$ cat src/hdl/assert_macros.svh
// Assertion helpers shared by the RTL.
// Build with NO_ASSERTIONS defined to strip every check.
`ifndef ASSERT_MACROS_SVH
`define ASSERT_MACROS_SVH

`ifndef NO_ASSERTIONS

// Check a property on every rising edge outside of reset.
`define ASSERT_ALWAYS(lbl, clk, rst_n, prop) \
    lbl: assert property (@(posedge clk) disable iff (!(rst_n)) (prop)) \
        else $error("assertion failed");

// Check that a condition leads to another in the next cycle.
`define ASSERT_NEXT(lbl, clk, rst_n, cond, conseq) \
    lbl: assert property (@(posedge clk) disable iff (!(rst_n)) (cond) |=> (conseq)) \
        else $error("assertion failed");

`else

`define ASSERT_ALWAYS(lbl, clk, rst_n, prop)
`define ASSERT_NEXT(lbl, clk, rst_n, cond, conseq)

`endif

`endif

$ cat src/hdl/pdd_pkg.sv
`timescale 1ns / 1ps

package pdd_pkg;

    localparam int TIME_W   = 64;
    localparam int HANDLE_W = 16;
    localparam int FILL_W   = 7;
    localparam int LIMIT_W  = 7;
    localparam int REQ_W    = 3;
    localparam int STATUS_W = 2;

    localparam logic [TIME_W-1:0] NO_TIME  = {1'b1, {(TIME_W-1){1'b0}}};
    localparam logic [TIME_W-1:0] TIME_MAX = {1'b0, {(TIME_W-1){1'b1}}};

    typedef enum logic [REQ_W-1:0] {
        REQ_APPEND     = 3'd0,
        REQ_TAKE       = 3'd1,
        REQ_RETURN     = 3'd2,
        REQ_DROP       = 3'd3,
        REQ_TRIM       = 3'd4,
        REQ_PEEK_START = 3'd5,
        REQ_PEEK_END   = 3'd6,
        REQ_CLEAR      = 3'd7
    } t_req;

    typedef enum logic [STATUS_W-1:0] {
        ST_DONE  = 2'd0,
        ST_EMPTY = 2'd1,
        ST_FULL  = 2'd2
    } t_status;

    // What the back end does with the ring memory for one command.
    typedef enum logic [2:0] {
        OP_NONE       = 3'd0,
        OP_WRITE      = 3'd1,
        OP_TAKE       = 3'd2,
        OP_PEEK_START = 3'd3,
        OP_PEEK_END   = 3'd4
    } t_op;

    typedef struct packed {
        t_op                 op;
        t_status             status;
        logic [FILL_W-1:0]   fill;
        logic [HANDLE_W-1:0] handle;
        logic [TIME_W-1:0]   pts;
        logic [TIME_W-1:0]   dts;
        logic [TIME_W-1:0]   span;
    } t_cmd;

endpackage

$ cat src/hdl/pdd_cmd_queue.sv
`timescale 1ns / 1ps

module pdd_cmd_queue #(
    parameter int AW = 6
) (
    input  logic          i_clk,
    input  logic          i_rst_n,
    input  logic          i_push,
    input  pdd_pkg::t_cmd i_cmd,
    input  logic [AW-1:0] i_addr,
    output logic          o_full,
    output logic          o_valid,
    input  logic          i_pop,
    output pdd_pkg::t_cmd o_cmd,
    output logic [AW-1:0] o_addr
);
    import pdd_pkg::*;

    t_cmd          r_cmd  [2];
    logic [AW-1:0] r_addr [2];
    logic          r_wp, r_rp;
    logic [1:0]    r_cnt;

    always_ff @(posedge i_clk) begin
        if (i_push) begin
            r_cmd[r_wp]  <= i_cmd;
            r_addr[r_wp] <= i_addr;
        end
    end

    always_ff @(posedge i_clk) begin
        if (!i_rst_n) begin
            r_wp  <= 1'b0;
            r_rp  <= 1'b0;
            r_cnt <= 2'd0;
        end else begin
            if (i_push) begin
                r_wp <= ~r_wp;
            end
            if (i_pop) begin
                r_rp <= ~r_rp;
            end
            if (i_push && !i_pop) begin
                r_cnt <= r_cnt + 2'd1;
            end else if (i_pop && !i_push) begin
                r_cnt <= r_cnt - 2'd1;
            end
        end
    end

    assign o_full  = (r_cnt == 2'd2);
    assign o_valid = (r_cnt != 2'd0);
    assign o_cmd   = r_cmd[r_rp];
    assign o_addr  = r_addr[r_rp];

endmodule

$ cat config.mk
export PLATFORM = sky130hd
export DESIGN_NAME = pdd_cmd_queue
export DESIGN_NICKNAME = d
export VERILOG_FILES = /design/src/hdl/assert_macros.svh /design/src/hdl/pdd_pkg.sv /design/src/hdl/pdd_cmd_queue.sv
export SDC_FILE = /design/constraint.sdc
export NUM_CORES = 1
export LEC_CHECK = 0
export BUFFER_PORTS_ARGS = -buffer_cell sky130_fd_sc_hd__buf_2
export CORE_MARGIN = 1
export CORE_UTILIZATION = 56
export CTS_BUF_LIST = sky130_fd_sc_hd__clkbuf_16
export DETAILED_ROUTE_END_ITERATION = 10
export PLACE_DENSITY = 0.84
export SYNTH_ARGS = -nofsm -noshare
export SYNTH_HDL_FRONTEND = slang
export SYNTH_SLANG_ARGS = --single-unit
$ cat constraint.sdc
create_clock -name i_clk -period 29.9 [get_ports i_clk]
set_input_delay 2.99 -clock i_clk [delete_from_list [all_inputs] [get_ports i_clk]]
set_output_delay 2.99 -clock i_clk [all_outputs]
set_load 0.03 [all_outputs]
==> metrics.txt <==
status completed; Setup Fix Bufs, Post-CTS 0; Post-CTS Hold Fix Bufs 0; first-pass GRT wire length 49,700 um; Syn-to-layout area delta 23.4%; largest net degree at the start of global routing 157; setup TNS 0 ns; Synth Area in Adders 0.0732%; Pre-antenna DRT Iters 4; cell depth of the worst flop-to-flop path 3; RSZ-0062 raised after global routing false; via count 8,553; largest family of logic cells by synthesized area multiplexers; WP data required 26.91 ns; final core utilization 70.8%; Seq/Total Area, Yosys 80.0%; core region area 0.0298 mm2; layout cells sized above 1 60.4%; HP Class reg2reg; Final setup viols 0; Psw 359 uW; CP Capture Type primary output; CTS tree yes; reg2reg end r_cmd[0][83]; max cap viols 0; Root Driver clkbuf_16; combinational power share 14.0%; Top Metal Used met5; commonest non-fill, non-tap cell in the layout buf_2; total grt overflow 0; DR WL met3 2990 um; Residual DRC 0; Antenna Nets Post-Route 0; Sequential Power Share 51.2%; Hold Path Cell Cnt 2; syn nets 956; WL/cell 21.2 um; WL met1 12,300 um; post-layout instance count excluding filler cells 1,641; Final Hold Fails 0; vias per cell 5.21; buffer depth of the longest clock path 3; Netlist Area Pre-Place 0.0171 mm2; All-Layer GR Usage 21.5%; min cycle time layout 5.86 ns; Die X 177 um; TritonCTS Buffers 45; Worst Clk Skew 0.00953 ns; IO Port Bufs 457; initial antenna violation count 6; Final nets 1,443; Arrival @ worst endpoint 2.87 ns; Synth Register Bits 457; Slew @ Worst Pin 1.11 ns; Pleak 8.27 nW; pwr/cell area 69.7 mW/mm2; die area 0.0312 mm2; critical setup path kind reg2out; mux cell area share after synthesis 18.0%; Post-Synth XOR/XNOR Area 0.154%; final wirelength 34,800 um; Setup crit start kind flip-flop; dpl hpwl 23,000 um; maximum vdd drop 0.0639 mV; most frequent cells in the layout 457 x buf_2, 452 x edfxtp_1, 140 x mux2_4; Slew Viols, Final 0; Post-Synth Simple-Gate Area 0.329%; GP Congestion 0.757; clock latency on the worst-skew pair 0.53 ns; CP max FO 156; worst reg2reg path startpoint r_wp; I/O Pins 458; clock network fraction of total power 34.8%; Sink Count 457; Die Ht 177 um; htree depth 2; Initial Utilization 57.4%; metal2 WL 18,500 um; Distinct cells, synth 17; R2R Setup Slk 26.72 ns; vias in the first global route 8,910; number of gates resized after CTS 0; Gate Count Post-Synth 725; post-synthesis compound-gate area fraction 0.117%; Design Power 1.47 mW; P_int 1.11 mW; crit share post-route 19.6%; Syn Area/Cell 23.6 um2; fmax 171 MHz; Iter 0 DRT Violations 528; placed cell count 1,555; Worst Hold Slack 0.549 ns; Slew HR 25.8%; clock slew at reported path FFs 0.06 ns; worst setup path end o_cmd[219]; row count 63; Synthesis Warnings 0; sw frac 24.4%
-- cell type report --
cell class / instances / area (um2)
sequential: 457 / 13700
fill: 1792 / 8700
multi-input combinational: 242 / 3200
timing repair buffer: 465 / 2360
clock buffer: 47 / 1180
tap: 390 / 488
clock inverter: 34 / 179
antenna: 5 / 12.5
inverter: 1 / 3.75
-- power groups by stage --
stage,clock network [mW],registers [mW],logic (mW)
global route,0.544,0.755,0.215
global placement,0,0.763,0.202
detailed placement,0,0.766,0.205
floorplan,0,0.770,0.148
finish,0.512,0.753,0.205
CTS,0.520,0.753,0.207
-- kinds of logic after synthesis --
group | Yosys count
flip-flops | 457
multiplexers | 226
buffers and inverters | 26
AND/OR/NAND/NOR | 9
AO/OA/AOI/OAI | 3
XOR/XNOR | 3
adder cells (fa/ha/maj) | 1
-- metal layers --
metal / vias up / global-route usage, %
li1: 3879 / -
met1: 4214 / 24.1
met2: 393 / 38.2
met3: 65 / 6.38
met4: 2 / 8.73
met5: - / 0
-- sequential cells by signal, indices dropped and copies added (netlist names), named ones only --
register / flops
r_rp: 1
r_wp: 1
r_cnt: 2
r_addr: 12
r_cmd: 440
-- critical path: stages, from the launching register on --
cell	delay (ns)
dfxtp_4	0.78
buf_12	0.69
mux2_2	0.43
buf_2	0.19
-- stage by stage --
stage | area, um2 | worst slack [ns]
4_1_cts | 21100 | 24.01
2_1_floorplan | 17100 | 16.27
3_5_place_dp | 19700 | 23.87
5_1_grt | 21100 | 23.87
6_report | 21100 | 24.04
3_3_place_gp | 19700 | 23.91
-- worst min-delay path by stage --
stage / from / end
floorplan: r_cnt[1] / r_cnt[1]
global placement: r_cnt[1] / r_cnt[1]
detailed placement: r_cnt[1] / r_cnt[1]
CTS: r_cnt[1] / r_cnt[1]
global route: r_cnt[1] / r_cnt[1]
finish: r_cnt[1] / r_cnt[1]
-- cell usage after synthesis (all sizes together) --
cell,number,area [um2]
buf,25,231
nor2b,3,18.8
ha,1,12.5
or3,1,6.26
a21boi,1,7.51
or2,1,6.26
xor2,2,17.5
edfxtp,452,13600
and2,4,25.0
o21a,1,7.51
inv,1,3.75
xnor2,1,8.76
mux2,226,3070
o21ai,1,5.00
dfxtp,5,100
No activity file was read; power rests on OpenSTA's default activity.
