--- src/hdl/assert_macros.svh ---
// Assertion helpers shared by the RTL.
// Build with NO_ASSERTIONS defined to strip every check.
`ifndef ASSERT_MACROS_SVH
`define ASSERT_MACROS_SVH

`ifndef NO_ASSERTIONS

// Check a property on every rising edge outside of reset.
`define ASSERT_ALWAYS(lbl, clk, rst_n, prop) \
    lbl: assert property (@(posedge clk) disable iff (!(rst_n)) (prop)) \
        else $error("assertion failed");

// Check that a condition leads to another in the next cycle.
`define ASSERT_NEXT(lbl, clk, rst_n, cond, conseq) \
    lbl: assert property (@(posedge clk) disable iff (!(rst_n)) (cond) |=> (conseq)) \
        else $error("assertion failed");

`else

`define ASSERT_ALWAYS(lbl, clk, rst_n, prop)
`define ASSERT_NEXT(lbl, clk, rst_n, cond, conseq)

`endif

`endif

--- src/hdl/pdd_pkg.sv ---
`timescale 1ns / 1ps

package pdd_pkg;

    localparam int TIME_W   = 64;
    localparam int HANDLE_W = 16;
    localparam int FILL_W   = 7;
    localparam int LIMIT_W  = 7;
    localparam int REQ_W    = 3;
    localparam int STATUS_W = 2;

    localparam logic [TIME_W-1:0] NO_TIME  = {1'b1, {(TIME_W-1){1'b0}}};
    localparam logic [TIME_W-1:0] TIME_MAX = {1'b0, {(TIME_W-1){1'b1}}};

    typedef enum logic [REQ_W-1:0] {
        REQ_APPEND     = 3'd0,
        REQ_TAKE       = 3'd1,
        REQ_RETURN     = 3'd2,
        REQ_DROP       = 3'd3,
        REQ_TRIM       = 3'd4,
        REQ_PEEK_START = 3'd5,
        REQ_PEEK_END   = 3'd6,
        REQ_CLEAR      = 3'd7
    } t_req;

    typedef enum logic [STATUS_W-1:0] {
        ST_DONE  = 2'd0,
        ST_EMPTY = 2'd1,
        ST_FULL  = 2'd2
    } t_status;

    // What the back end does with the ring memory for one command.
    typedef enum logic [2:0] {
        OP_NONE       = 3'd0,
        OP_WRITE      = 3'd1,
        OP_TAKE       = 3'd2,
        OP_PEEK_START = 3'd3,
        OP_PEEK_END   = 3'd4
    } t_op;

    typedef struct packed {
        t_op                 op;
        t_status             status;
        logic [FILL_W-1:0]   fill;
        logic [HANDLE_W-1:0] handle;
        logic [TIME_W-1:0]   pts;
        logic [TIME_W-1:0]   dts;
        logic [TIME_W-1:0]   span;
    } t_cmd;

endpackage

--- src/hdl/pdd_front.sv ---
`timescale 1ns / 1ps

module pdd_front #(
    parameter int DEPTH = 64
) (
    input  logic                          i_clk,
    input  logic                          i_rst_n,
    input  logic                          i_accept,
    input  logic [pdd_pkg::REQ_W-1:0]     i_req_type,
    input  logic [pdd_pkg::HANDLE_W-1:0]  i_packet_handle,
    input  logic [pdd_pkg::TIME_W-1:0]    i_present_time,
    input  logic [pdd_pkg::TIME_W-1:0]    i_decode_time,
    input  logic [pdd_pkg::TIME_W-1:0]    i_span,
    input  logic [pdd_pkg::LIMIT_W-1:0]   i_keep_limit,
    output pdd_pkg::t_cmd                 o_cmd,
    output logic [$clog2(DEPTH)-1:0]      o_addr
);
    import pdd_pkg::*;

    localparam int AW = $clog2(DEPTH);
    localparam int CW = $clog2(DEPTH + 1);
    localparam int LW = (CW > LIMIT_W) ? CW : LIMIT_W;

    logic [AW-1:0] r_oldest, n_oldest;
    logic [CW-1:0] r_count, n_count;
    logic [LW-1:0] w_count_l, w_limit_l, w_drop;
    logic [AW-1:0] w_prev;
    logic          w_full, w_empty;
    t_req          w_req;
    t_op           w_op;
    t_status       w_status;
    logic [AW-1:0] w_addr;

    // Fold a sum below twice the depth back into the ring.
    function automatic logic [AW-1:0] f_wrap(input logic [CW:0] s);
        logic [CW:0] t;
        t = s;
        if (s >= (CW+1)'(DEPTH)) begin
            t = s - (CW+1)'(DEPTH);
        end
        return AW'(t);
    endfunction

    assign w_req     = t_req'(i_req_type);
    assign w_full    = (r_count == CW'(DEPTH));
    assign w_empty   = (r_count == '0);
    assign w_count_l = LW'(r_count);
    assign w_limit_l = LW'(i_keep_limit);
    assign w_drop    = w_count_l - w_limit_l;
    assign w_prev    = (r_oldest == '0) ? AW'(DEPTH - 1) : (r_oldest - AW'(1));

    always_comb begin
        n_oldest = r_oldest;
        n_count  = r_count;
        w_op     = OP_NONE;
        w_status = ST_DONE;
        w_addr   = r_oldest;
        case (w_req)
            REQ_APPEND: begin
                if (w_full) begin
                    w_status = ST_FULL;
                end else begin
                    w_op    = OP_WRITE;
                    w_addr  = f_wrap((CW+1)'(r_oldest) + (CW+1)'(r_count));
                    n_count = r_count + CW'(1);
                end
            end
            REQ_TAKE, REQ_DROP: begin
                if (w_empty) begin
                    w_status = ST_EMPTY;
                end else begin
                    w_op     = (w_req == REQ_TAKE) ? OP_TAKE : OP_NONE;
                    n_oldest = f_wrap((CW+1)'(r_oldest) + (CW+1)'(1));
                    n_count  = r_count - CW'(1);
                end
            end
            REQ_RETURN: begin
                if (w_full) begin
                    w_status = ST_FULL;
                end else begin
                    w_op     = OP_WRITE;
                    w_addr   = w_prev;
                    n_oldest = w_prev;
                    n_count  = r_count + CW'(1);
                end
            end
            REQ_TRIM: begin
                if (w_count_l > w_limit_l) begin
                    n_oldest = f_wrap((CW+1)'(r_oldest) + (CW+1)'(w_drop));
                    n_count  = CW'(w_limit_l);
                end
            end
            REQ_PEEK_START, REQ_PEEK_END: begin
                if (w_empty) begin
                    w_status = ST_EMPTY;
                end else begin
                    w_op = (w_req == REQ_PEEK_START) ? OP_PEEK_START : OP_PEEK_END;
                end
            end
            REQ_CLEAR: begin
                n_oldest = '0;
                n_count  = '0;
            end
            default: begin
                n_oldest = r_oldest;
            end
        endcase
    end

    always_ff @(posedge i_clk) begin
        if (!i_rst_n) begin
            r_oldest <= '0;
            r_count  <= '0;
        end else if (i_accept) begin
            r_oldest <= n_oldest;
            r_count  <= n_count;
        end
    end

    assign o_cmd.op     = w_op;
    assign o_cmd.status = w_status;
    assign o_cmd.fill   = FILL_W'(n_count);
    assign o_cmd.handle = i_packet_handle;
    assign o_cmd.pts    = i_present_time;
    assign o_cmd.dts    = i_decode_time;
    assign o_cmd.span   = i_span;
    assign o_addr       = w_addr;

endmodule

--- config.mk ---
export PLATFORM = sky130hd
export DESIGN_NAME = pdd_front
export DESIGN_NICKNAME = d
export VERILOG_FILES = /design/src/hdl/assert_macros.svh /design/src/hdl/pdd_pkg.sv /design/src/hdl/pdd_front.sv
export SDC_FILE = /design/constraint.sdc
export NUM_CORES = 1
export LEC_CHECK = 0
export ABC_AREA = 1
export BUFFER_PORTS_ARGS = -buffer_cell sky130_fd_sc_hd__clkbuf_2
export CORE_AREA = 4 4 169 171
export CTS_CLUSTER_DIAMETER = 40
export CTS_CLUSTER_SIZE = 24
export DETAILED_ROUTE_END_ITERATION = 10
export DIE_AREA = 0 0 173 175
export PLACE_DENSITY_LB_ADDON = 0.25
export RECOVER_POWER = 100
export SETUP_SLACK_MARGIN = 0.4
export SLEW_MARGIN = 40
export SYNTH_ARGS = -nofsm -noshare
export SYNTH_HDL_FRONTEND = slang
export SYNTH_SLANG_ARGS = --single-unit
export TNS_END_PERCENT = 50
--- constraint.sdc ---
create_clock -name i_clk -period 3.35 [get_ports i_clk]
set_input_delay 1.005 -clock i_clk [delete_from_list [all_inputs] [get_ports i_clk]]
set_output_delay 1.005 -clock i_clk [all_outputs]
set_load 0.03 [all_outputs]
==> results.py, run 1 <==
metrics = {
    "run_status": {
        "status": "completed",
    },
    "die": {
        "rows": 60,
        "dieArea_mm2": 0.0303,
        "fp.coreArea_mm2": 0.0269,
        "fp.dieH_um": 175,
        "num_io_pins": 447,
        "start_util": 0.144,
        "die_w_um": 173,
    },
    "grt": {
        "gr-usage-all-layers": 0.0821,
        "grt_pass1_vias": 3329,
        "use_met1": 0.0941,
        "gr-usage-met2": 0.138,
        "grt_max_degree": 13,
        "top_usage_layer": "met2",
        "grt_overflow": 0,
        "grtUsageMet3": 0.0180,
        "grt_pass1_wl_um": 19600,
        "grt_antenna_before_repair": 1,
    },
    "sta": {
        "setup_viol": 0,
        "clock.fmax_ghz": 0.299,
        "finalCritPeriodShare": 0.997,
        "rsz0062_at_grt": "true",
        "finalCriticalPeriod_ps": 3340,
        "finalClockSkew_ps": 4.91,
        "slew_headroom": 0.721,
        "finalHoldViolCount": 0,
        "worst_pin_slew_ps": 418,
        "slew_violations": 0,
    },
    "finish": {
        "final_area_mm2": 0.00456,
        "final_nets": 768,
        "syn2layout_area_growth_pct": 18.0,
        "final_cells": 865,
        "layout-drive-gt1-share": 0.509,
        "mostFrequentLayoutCell": "nand2_1",
        "final_cell_mix": "nand2_1, buf_4, inv_1, nor2_1, nand3_1",
    },
    "hold_path": {
        "min_to": "r_oldest[1]$_SDFFE_PN0P_",
        "hold-path-cell-count": 4,
        "min-delay-start": "r_oldest[1]$_SDFFE_PN0P_",
        "hold_path_class": "reg -> reg",
    },
    "setup_path": {
        "cp-start-kind": "primary input",
        "crit_required_ps": 2340,
        "r2r_slack_ps": 390,
        "r2r-end": "r_count[3]$_SDFFE_PN0P_",
        "end_kind": "primary output",
        "rr_worst_depth": 21,
        "crit_arrival_ps": 2330,
        "r2r-start": "r_count[6]$_SDFFE_PN0P_",
        "critPathMaxFanout": 6,
        "startpoint": "i_keep_limit[2]",
        "critPathKind": "in -> out",
    },
    "yosys": {
        "synth_enable_flop_cells": 0,
        "yosysUniqueCellTypes": 31,
        "async_flop_share": 0,
        "ys.flop_type": "dfxtp_1",
        "avgSynthCellArea_um2": 6.29,
        "syn_area_mm2": 0.00386,
        "synth-seq-cells": 13,
        "syn_inst": 614,
        "yosysSeqAreaShare": 0.0673,
        "syn_nets": 858,
        "yosys_warnings": 0,
    },
    "clock_network": {
        "cts_tree": "built",
        "ctsHoldBuffers": 0,
        "cts.htree.levels": 1,
        "root_buffer": "clkbuf_16",
        "clk_latency_ps": 250,
        "clkTransAtPathRegs_ps": 50,
        "cts.sinks": 13,
        "cts_buffer_depth": 2,
        "numCtsBuffers": 3,
    },
    "place": {
        "dpl.cell_count": 831,
        "place_area_mm2": 0.00350,
        "dp_hpwl_um": 10700,
        "gp_congestion": 0.762,
        "io_buffers": 30,
    },
    "power": {
        "p_total_w": 0.00125,
        "vdd_ir_drop_max_v": 0.000143,
        "p_per_area_mw_per_mm2": 273,
        "power_leakage_nw": 2.16,
    },
    "route": {
        "vias": 3248,
        "ant_nets": 0,
        "dr.pass1.iters": 4,
        "wl_per_cell_um": 15.0,
        "routed_wl_um": 13000,
        "viasPerCell": 3.75,
        "drtIter0Drc": 99,
        "drc": 0,
    },
    "job": {
        "max_cap_viol_count": 0,
    },
}
## sequential cells by signal, indices dropped and copies added, names as in the netlist
register and flops:
r_count 7, r_oldest 6
## report_power, final
group / switching [W] / internal (W)
logic: 0.000442 / 0.000360
registers: 0.0000334 / 0.000171
clock network: 0.0000776 / 0.000162
## kinds of logic (layout without fill, tap and decap cells)
family,count (synthesis),count (layout),synth area share
buf+inv,282,191,0.482
simple gates,245,245,0.291
compound gates,43,43,0.0612
fa+ha+maj,23,23,0.0803
flops,13,13,0.0673
xor+xnor,8,8,0.0181
other cells,0,1,0
## cells in the mapped netlist (all sizes together) (2+ instances only)
cell    number  share of area
xnor2        6          0.014
nand2      133           0.14
nand4       14          0.023
nor3         4         0.0052
o311ai       2         0.0045
fa           3          0.016
o21ai       12          0.016
xor2         2         0.0045
nand3       47          0.068
nor2        44          0.049
buf        213           0.42
dfxtp       13          0.067
o211ai       3         0.0058
inv         69          0.067
ha          20          0.065
a21oi       24          0.031
## worst max path at each step
| stage | endpoint | depth (start not counted) |
|---|---|---|
| floorplan | o_addr[0] | 3 |
| global placement | o_cmd[208] | 12 |
| detailed placement | o_cmd[208] | 13 |
| CTS | o_cmd[208] | 13 |
| global route | o_cmd[208] | 13 |
| finish | o_cmd[208] | 13 |
## layout make-up
cell class,count,area (um^2)
flip-flops and latches,13,284
repair buffers,118,1070
multi-input cells,319,2380
well taps,341,427
diodes,1,2.50
clock buffers,4,78.8
inverters,69,319
fillers,3076,22300
## metal layers
layer	wire length, um	vias up
li1	-	1544
met1	5320	1444
met2	6080	167
met3	931	93
met4	677	0
met5	0	-
## worst max-delay path: stages
cell and delay, ps:
clkbuf_16 120, inv_12 30, ha_4 290, nand3_2 70, nand2_2 90, nand2_4 60
nand2_4 90, nand2_4 90, nand2_4 80, nand3_2 70, nand2_2 100, nand2_4 80
buf_8 140
## metrics by stage
step | hold WS [ps] | util | TNS [ps] | setup WS [ps]
after floorplan | 580 | - | 0 | 243
after global placement | 639 | 0.130 | -988 | -152
after detailed placement | 634 | 0.130 | -1030 | -167
after CTS | 635 | 0.159 | -31.6 | -25.7
after global routing | 706 | 0.170 | -190 | -94.6
final | 657 | 0.170 | 0 | 10.1
## what timing repair did
| item | CTS | global route |
|---|---|---|
| resized for setup | 132 | 71 |
| gates cloned | 0 | 0 |
| setup endpoints to repair | 19 | 19 |
| pin swaps | 42 | 42 |
| buffers inserted | 23 | 6 |
(Power assumes the default switching activity.)
==> inputs of run 2 (changes only) <==
- ABC_AREA: 1 -> 0
- CORE_AREA: 4 4 169 171 -> 2 2 176 178
- DIE_AREA: 0 0 173 175 -> 0 0 178 180
==> run 2 against run 1 <==
  * The run now ends with setup timing left
  * Critical path depth fell by 2
  * Combinational power fell by 2%
  * Synthesized cell count fell by 15%
  * Utilization fell by 1.8 points
  * Clock power barely moved
  * Routed wire length rose by 5.7%
  * Count of clock-buffer cells in the layout did not move
==> results.py, run 2 <==
metrics = {
    "yosys": {
        "async_flop_share": 0,
        "yosysSeqAreaShare": 0.0686,
        "yosysMostFrequentCell": "buf_4",
        "synth_xor_area_frac": 0.0383,
        "ys_top_cells_by_area": "buf_4, dfxtp_1, ha_1",
        "syn_area_mm2": 0.00379,
        "synth_common_cells": "buf_4, a21oi_1, nand2_1",
        "yosys_warnings": 0,
        "yosys.area_share.adder": 0.0818,
        "syn_inst": 520,
        "synth_compound_area_frac": 0.205,
        "synth-seq-cells": 13,
        "synth_mux_area_frac": 0.0132,
        "yosysUniqueCellTypes": 61,
        "syn_nets": 764,
        "synth_top_family_by_area": "buffers and inverters",
        "yosysTopAreaCell": "buf_4",
        "synth_top_area_frac": 0.416,
        "synthSimpleGateAreaFrac": 0.136,
        "ys.flop_type": "dfxtp_1",
        "synth_enable_flop_cells": 0,
        "avgSynthCellArea_um2": 7.30,
    },
    "sta": {
        "finalClockSkew_ps": 3.20,
        "whs_ps": 668,
        "finalCriticalPeriod_ps": 3680,
        "finalCritPeriodShare": 1.10,
        "slew_violations": 0,
        "clock.fmax_ghz": 0.272,
        "fin_ws_ps": -328,
        "rsz0062_at_grt": "true",
        "setup_viol": 7,
        "worst_pin_slew_ps": 482,
        "finalHoldViolCount": 0,
        "slew_headroom": 0.676,
    },
    "route": {
        "drc": 0,
        "ant_nets": 0,
        "vias": 3067,
        "dr.pass1.iters": 4,
        "wl_met2_um": 6310,
        "wl_per_cell_um": 16.5,
        "viasPerCell": 3.68,
        "routed_wl_um": 13700,
        "routed-wl-met3_um": 1270,
        "highest-signal-layer": "met5",
        "wl_met1_um": 5210,
        "drtIter0Drc": 126,
    },
    "place": {
        "dp_hpwl_um": 11400,
        "place_area_mm2": 0.00368,
        "io_buffers": 30,
        "gp_congestion": 0.717,
    },
    "power": {
        "p_switching_w": 0.000489,
        "pwr-share-seq": 0.152,
        "p_int_w": 0.000722,
        "vdd_ir_drop_max_v": 0.000166,
        "power_leakage_nw": 1.82,
        "clkPwrFrac": 0.197,
        "p_total_w": 0.00121,
        "p_sw_frac": 0.404,
        "p_per_area_mw_per_mm2": 265,
        "power_frac_comb": 0.651,
    },
    "finish": {
        "syn2layout_area_growth_pct": 20.4,
        "final_cell_mix": "buf_4, nand2_1, nor2_1, a21oi_1, buf_6",
        "final_nets": 682,
        "diodes": 0,
        "mostFrequentLayoutCell": "buf_4",
        "layout-drive-gt1-share": 0.554,
        "fin_util": 0.151,
        "final_area_mm2": 0.00457,
        "largest_register_ffs": 7,
        "top_register": "r_count",
        "reg.largest.list": "r_count: 7 flops, r_oldest: 6 flops",
        "fillerInstances": 3444,
    },
    "die": {
        "num_io_pins": 447,
        "die_w_um": 178,
        "start_util": 0.126,
        "rows": 64,
        "fp.dieH_um": 180,
        "fp.coreArea_mm2": 0.0302,
        "dieArea_mm2": 0.0320,
    },
    "grt": {
        "grt_pass1_wl_um": 19700,
        "grt_overflow": 0,
        "grt_antenna_before_repair": 1,
        "grt_max_degree": 19,
        "grt_pass1_vias": 3136,
        "gr-usage-all-layers": 0.0823,
    },
    "run_status": {
        "status": "finished, violations left",
        "violations": "setup timing",
    },
    "clock_network": {
        "cts_buffer_depth": 2,
        "clkTransAtPathRegs_ps": 50,
        "clk_latency_ps": 250,
        "numCtsBuffers": 3,
        "root_buffer": "clkbuf_16",
        "cts.sinks": 13,
        "ctsHoldBuffers": 0,
        "cts_tree": "built",
        "cts.htree.levels": 1,
    },
    "setup_path": {
        "r2r-start": "r_count[0]$_SDFFE_PN0P_",
        "crit_required_ps": 2340,
        "end_kind": "primary output",
        "critPathMaxFanout": 4,
        "slowest_delay_ps": 250,
        "startpoint": "i_keep_limit[2]",
        "cp-start-kind": "primary input",
        "critPathKind": "in -> out",
        "crit_arrival_ps": 2670,
        "critPathMostFrequentCell": "buf_8",
        "rr_worst_depth": 14,
        "worstPathCellList": "buf_8 > inv_8 > ha_4 > o211ai_1 > a21o_1 > a31oi_1 > buf_4 > and2_4 > a22o_1 > or2_4 > buf_8",
        "cp_slowest_cell": "or2_4",
    },
    "hold_path": {
        "min-delay-start": "r_oldest[1]$_SDFFE_PN0P_",
        "hold_path_class": "reg -> reg",
        "hold-path-cell-count": 3,
    },
    "job": {
        "max_cap_viol_count": 0,
    },
}
==> run 2: cell count changes after synthesis, sizes merged, moves of 7 or more <==
cell,previous run,this run
nor2,44,24
nand3,47,9
a31oi,0,8
inv,69,21
o21ai,12,24
a21o,0,11
nand2,133,29
clkbuf,0,7
nand4,14,2
==> run 2: power by group through the flow <==
stage	Sequential, W	Combinational (W)	Clock (W)
6_report	0.000184	0.000788	0.000238
5_1_grt	0.000185	0.000852	0.000257
4_1_cts	0.000183	0.000708	0.000246
3_5_place_dp	0.000185	0.000612	0
3_3_place_gp	0.000185	0.000618	0
2_1_floorplan	0.000186	0.000819	0
==> run 2: layout make-up <==
| type | count | area [um^2] | share of cell area |
|---|---|---|---|
| clock buffer | 4 | 78.8 | 0.0173 |
| inverter | 21 | 98.8 | 0.0216 |
| multi-input combinational | 261 | 2350 | 0.515 |
| sequential | 13 | 273 | 0.0597 |
| tap | 396 | 495 | 0.108 |
| timing repair buffer | 138 | 1270 | 0.278 |
==> run 2: cells by family after synthesis <==
group	count (synthesis)
buffers and inverters	246
AOI/OAI and AO/OA	116
and+or+nand+nor	102
adders and majority gates	23
xor gates and xnor gates	15
DFF	13
muxes	5
==> run 2: worst max-delay path, delay by kind of cell <==
family | cells | cell delay, ps
AOI/OAI and AO/OA | 4 | 610
adders and majority gates | 1 | 230
buffers and inverters | 4 | 420
and+or+nand+nor | 2 | 410
==> run 2: routing by layer <==
| layer | vias up | global-route usage |
|---|---|---|
| met5 | - | 0 |
| met4 | 2 | 0.0607 |
| met2 | 153 | 0.126 |
| li1 | 1402 | - |
| met1 | 1412 | 0.0918 |
| met3 | 98 | 0.0324 |
==> run 2: worst paths after layout <==
kind | end | slack (ps)
worst max register to register | r_oldest[5]$_SDFFE_PN0P_ | 720
worst min register to register | r_oldest[1]$_SDFFE_PN0P_ | 670
worst max-delay path | o_cmd[208] | -330
worst min-delay path | r_oldest[1]$_SDFFE_PN0P_ | 670
==> run 2: through the flow <==
| stage | std cells | setup WS (ps) | setup TNS [ps] |
|---|---|---|---|
| after floorplan | 520 | -45.3 | -45.3 |
| after CTS | 819 | -343 | -2180 |
| after global routing | 833 | -409 | -2520 |
| after detailed placement | 810 | -421 | -3140 |
| final | 833 | -328 | -1890 |
| after global placement | 810 | -437 | -3240 |
==> run 2: repair_timing <==
action / CTS / global route
hold endpoints to repair: 0 / 0
pin swaps: 21 / 35
gates cloned: 0 / 0
setup buffers: 5 / 14
endpoints found under the setup margin: 21 / 23
resized for setup: 99 / 78
==> inputs of run 3 (changes only) <==
- BUFFER_PORTS_ARGS: -buffer_cell sky130_fd_sc_hd__clkbuf_2 -> not set
- CORE_AREA: 2 2 176 178 -> 2 2 173 175
- DIE_AREA: 0 0 178 180 -> 0 0 175 177
- DONT_BUFFER_PORTS: not set -> 1
==> run 3 against run 2 <==
  * The run still ends with setup timing left
  * Clock power about the same
  * Sequential share of layout area increased by 0.95 points
  * First-iteration DRC count increased by 21%
  * Clock skew decreased by 2.2 ps
  * Total power decreased by 11%
  * Sequential cell count unchanged
  * Register-to-register slack got worse by 20 ps
  * Count of clock-buffer cells in the layout unchanged
  * Die area decreased by 3.3%
  * Routed wire length decreased by 5.4%
  * Final area decreased by 13%
==> results.py, run 3 (synthesis gave the netlist of run 2 again) <==
metrics = {
    "grt": {
        "grt_antenna_before_repair": 0,
        "top_usage_layer": "met2",
        "gr-usage-met2": 0.133,
        "grt_pass1_wl_um": 18800,
        "grt_pass1_vias": 2962,
        "grt_overflow": 0,
        "use_met1": 0.0885,
        "gr-usage-all-layers": 0.0813,
        "grt_max_degree": 25,
        "grtUsageMet3": 0.0326,
    },
    "route": {
        "ant_nets": 0,
        "routed_wl_um": 13000,
        "dr.pass1.iters": 4,
        "wl_per_cell_um": 16.7,
        "vias": 2839,
        "drc": 0,
        "drtIter0Drc": 153,
        "viasPerCell": 3.64,
    },
    "finish": {
        "reg.largest.list": "r_count: 7 flops, r_oldest: 6 flops",
        "top_register": "r_count",
        "multiInputGateArea_mm2": 0.00225,
        "fillerInstances": 3365,
        "final_nets": 635,
        "syn2layout_area_growth_pct": 5.28,
        "final_area_mm2": 0.00399,
        "largest_register_ffs": 7,
        "layout-drive-gt1-share": 0.456,
        "diodes": 0,
        "seq_area_um2": 277,
        "final_cell_mix": "buf_4, nand2_1, a21oi_1, nor2_1, inv_1",
        "mostFrequentLayoutCell": "buf_4",
        "fin_util": 0.137,
    },
    "sta": {
        "fin_ws_ps": -104,
        "finalClockSkew_ps": 0.965,
        "setup_viol": 4,
        "clock.fmax_ghz": 0.290,
        "worst_pin_slew_ps": 541,
        "finalCriticalPeriod_ps": 3450,
        "finalHoldViolCount": 0,
        "slew_headroom": 0.639,
        "finalCritPeriodShare": 1.03,
        "rsz0062_at_grt": "true",
        "setup_tns_ps": -167,
        "whs_ps": 520,
        "slew_violations": 0,
    },
    "setup_path": {
        "critPathKind": "in -> out",
        "critPathBufInv": 2,
        "cp-start-kind": "primary input",
        "crit_arrival_ps": 2450,
        "path_delay_family": "compound AO/OA/AOI/OAI gates",
        "worstPathCellList": "inv_4 > ha_4 > a21oi_4 > o2bb2ai_1 > a31oi_1 > buf_4 > and2_4 > a22o_1 > or2_4",
        "critPathMaxFanout": 5,
        "cp_slowest_cell": "or2_4",
        "crit_required_ps": 2340,
        "end_kind": "primary output",
        "slowest_delay_ps": 280,
    },
    "die": {
        "die_w_um": 175,
        "rows": 63,
        "num_io_pins": 447,
        "dieArea_mm2": 0.0310,
        "start_util": 0.130,
        "fp.coreArea_mm2": 0.0292,
        "fp.dieH_um": 177,
    },
    "place": {
        "place_area_mm2": 0.00340,
        "gp_congestion": 0.729,
        "io_buffers": 0,
        "dp_hpwl_um": 10800,
    },
    "clock_network": {
        "cts.sinks": 13,
        "cts_buffer_depth": 2,
        "cts_tree": "built",
        "clkTransAtPathRegs_ps": 50,
        "numCtsBuffers": 3,
        "clk_latency_ps": 250,
        "cts.htree.levels": 1,
        "root_buffer": "clkbuf_16",
    },
    "hold_path": {
        "hold_path_class": "reg -> reg",
    },
    "job": {
        "max_cap_viol_count": 0,
    },
    "power": {
        "vdd_ir_drop_max_v": 0.000126,
        "p_per_area_mw_per_mm2": 269,
        "p_total_w": 0.00107,
        "power_leakage_nw": 1.50,
    },
    "run_status": {
        "status": "finished, violations left",
        "violations": "setup timing",
    },
}
## run 3: timing repair
item / in CTS / in global routing
pin swaps: 20 / 29
endpoints found under the setup margin: 19 / 17
resized for setup: 54 / 33
hold buffers: 0 / 0
setup buffers: 12 / 8
## run 3: worst register-to-register path, stage by stage (launching register included)
cell      delay, ps
dfxtp_4         380
inv_4            50
buf_4           140
ha_4            160
inv_2            50
fa_2            430
nand2_2         100
inv_1            50
ha_1            260
a21o_1          180
a21oi_2         160
o21bai_1        100
a21oi_1         180
xnor3_1         240
o21ai_1         120
## run 3: layout make-up
| type | instances | area share |
|---|---|---|
| clock buffers | 4 | 0.0197 |
| repair buffers | 91 | 0.198 |
| multi-input cells | 261 | 0.565 |
| well taps | 390 | 0.122 |
| inverters | 21 | 0.0266 |
| flip-flops and latches | 13 | 0.0692 |
## run 3: worst paths after layout
kind	to	slack [ps]	cells past startpoint	from
max	o_cmd[208]	-100	9	i_keep_limit[6]
max reg2reg	r_oldest[5]$_SDFFE_PN0P_	700	14	r_count[0]$_SDFFE_PN0P_
min reg2reg	r_count[3]$_SDFFE_PN0P_	520	2	r_count[3]$_SDFFE_PN0P_
min	r_count[3]$_SDFFE_PN0P_	520	2	r_count[3]$_SDFFE_PN0P_
## run 3: through the flow
stage / setup slack [ps] / std cells
after CTS: -132 / 772
after global placement: -174 / 756
after floorplan: -45.3 / 520
after detailed placement: -154 / 756
after global routing: -158 / 780
final: -104 / 780
## run 3: report_power, final
part | internal (W) | switching, W | leakage, nW
registers | 0.000167 | 0.0000193 | 0.110
logic | 0.000312 | 0.000337 | 1.36
clock network | 0.000162 | 0.0000772 | 0.0382
total | 0.000641 | 0.000433 | 1.50
## run 3: per-layer routing
layer / vias up / part of all wire
met3: 93 / 0.088
met4: 2 / 0.060
met1: 1272 / 0.38
met5: - / 0.0027
li1: 1317 / -
met2: 155 / 0.47
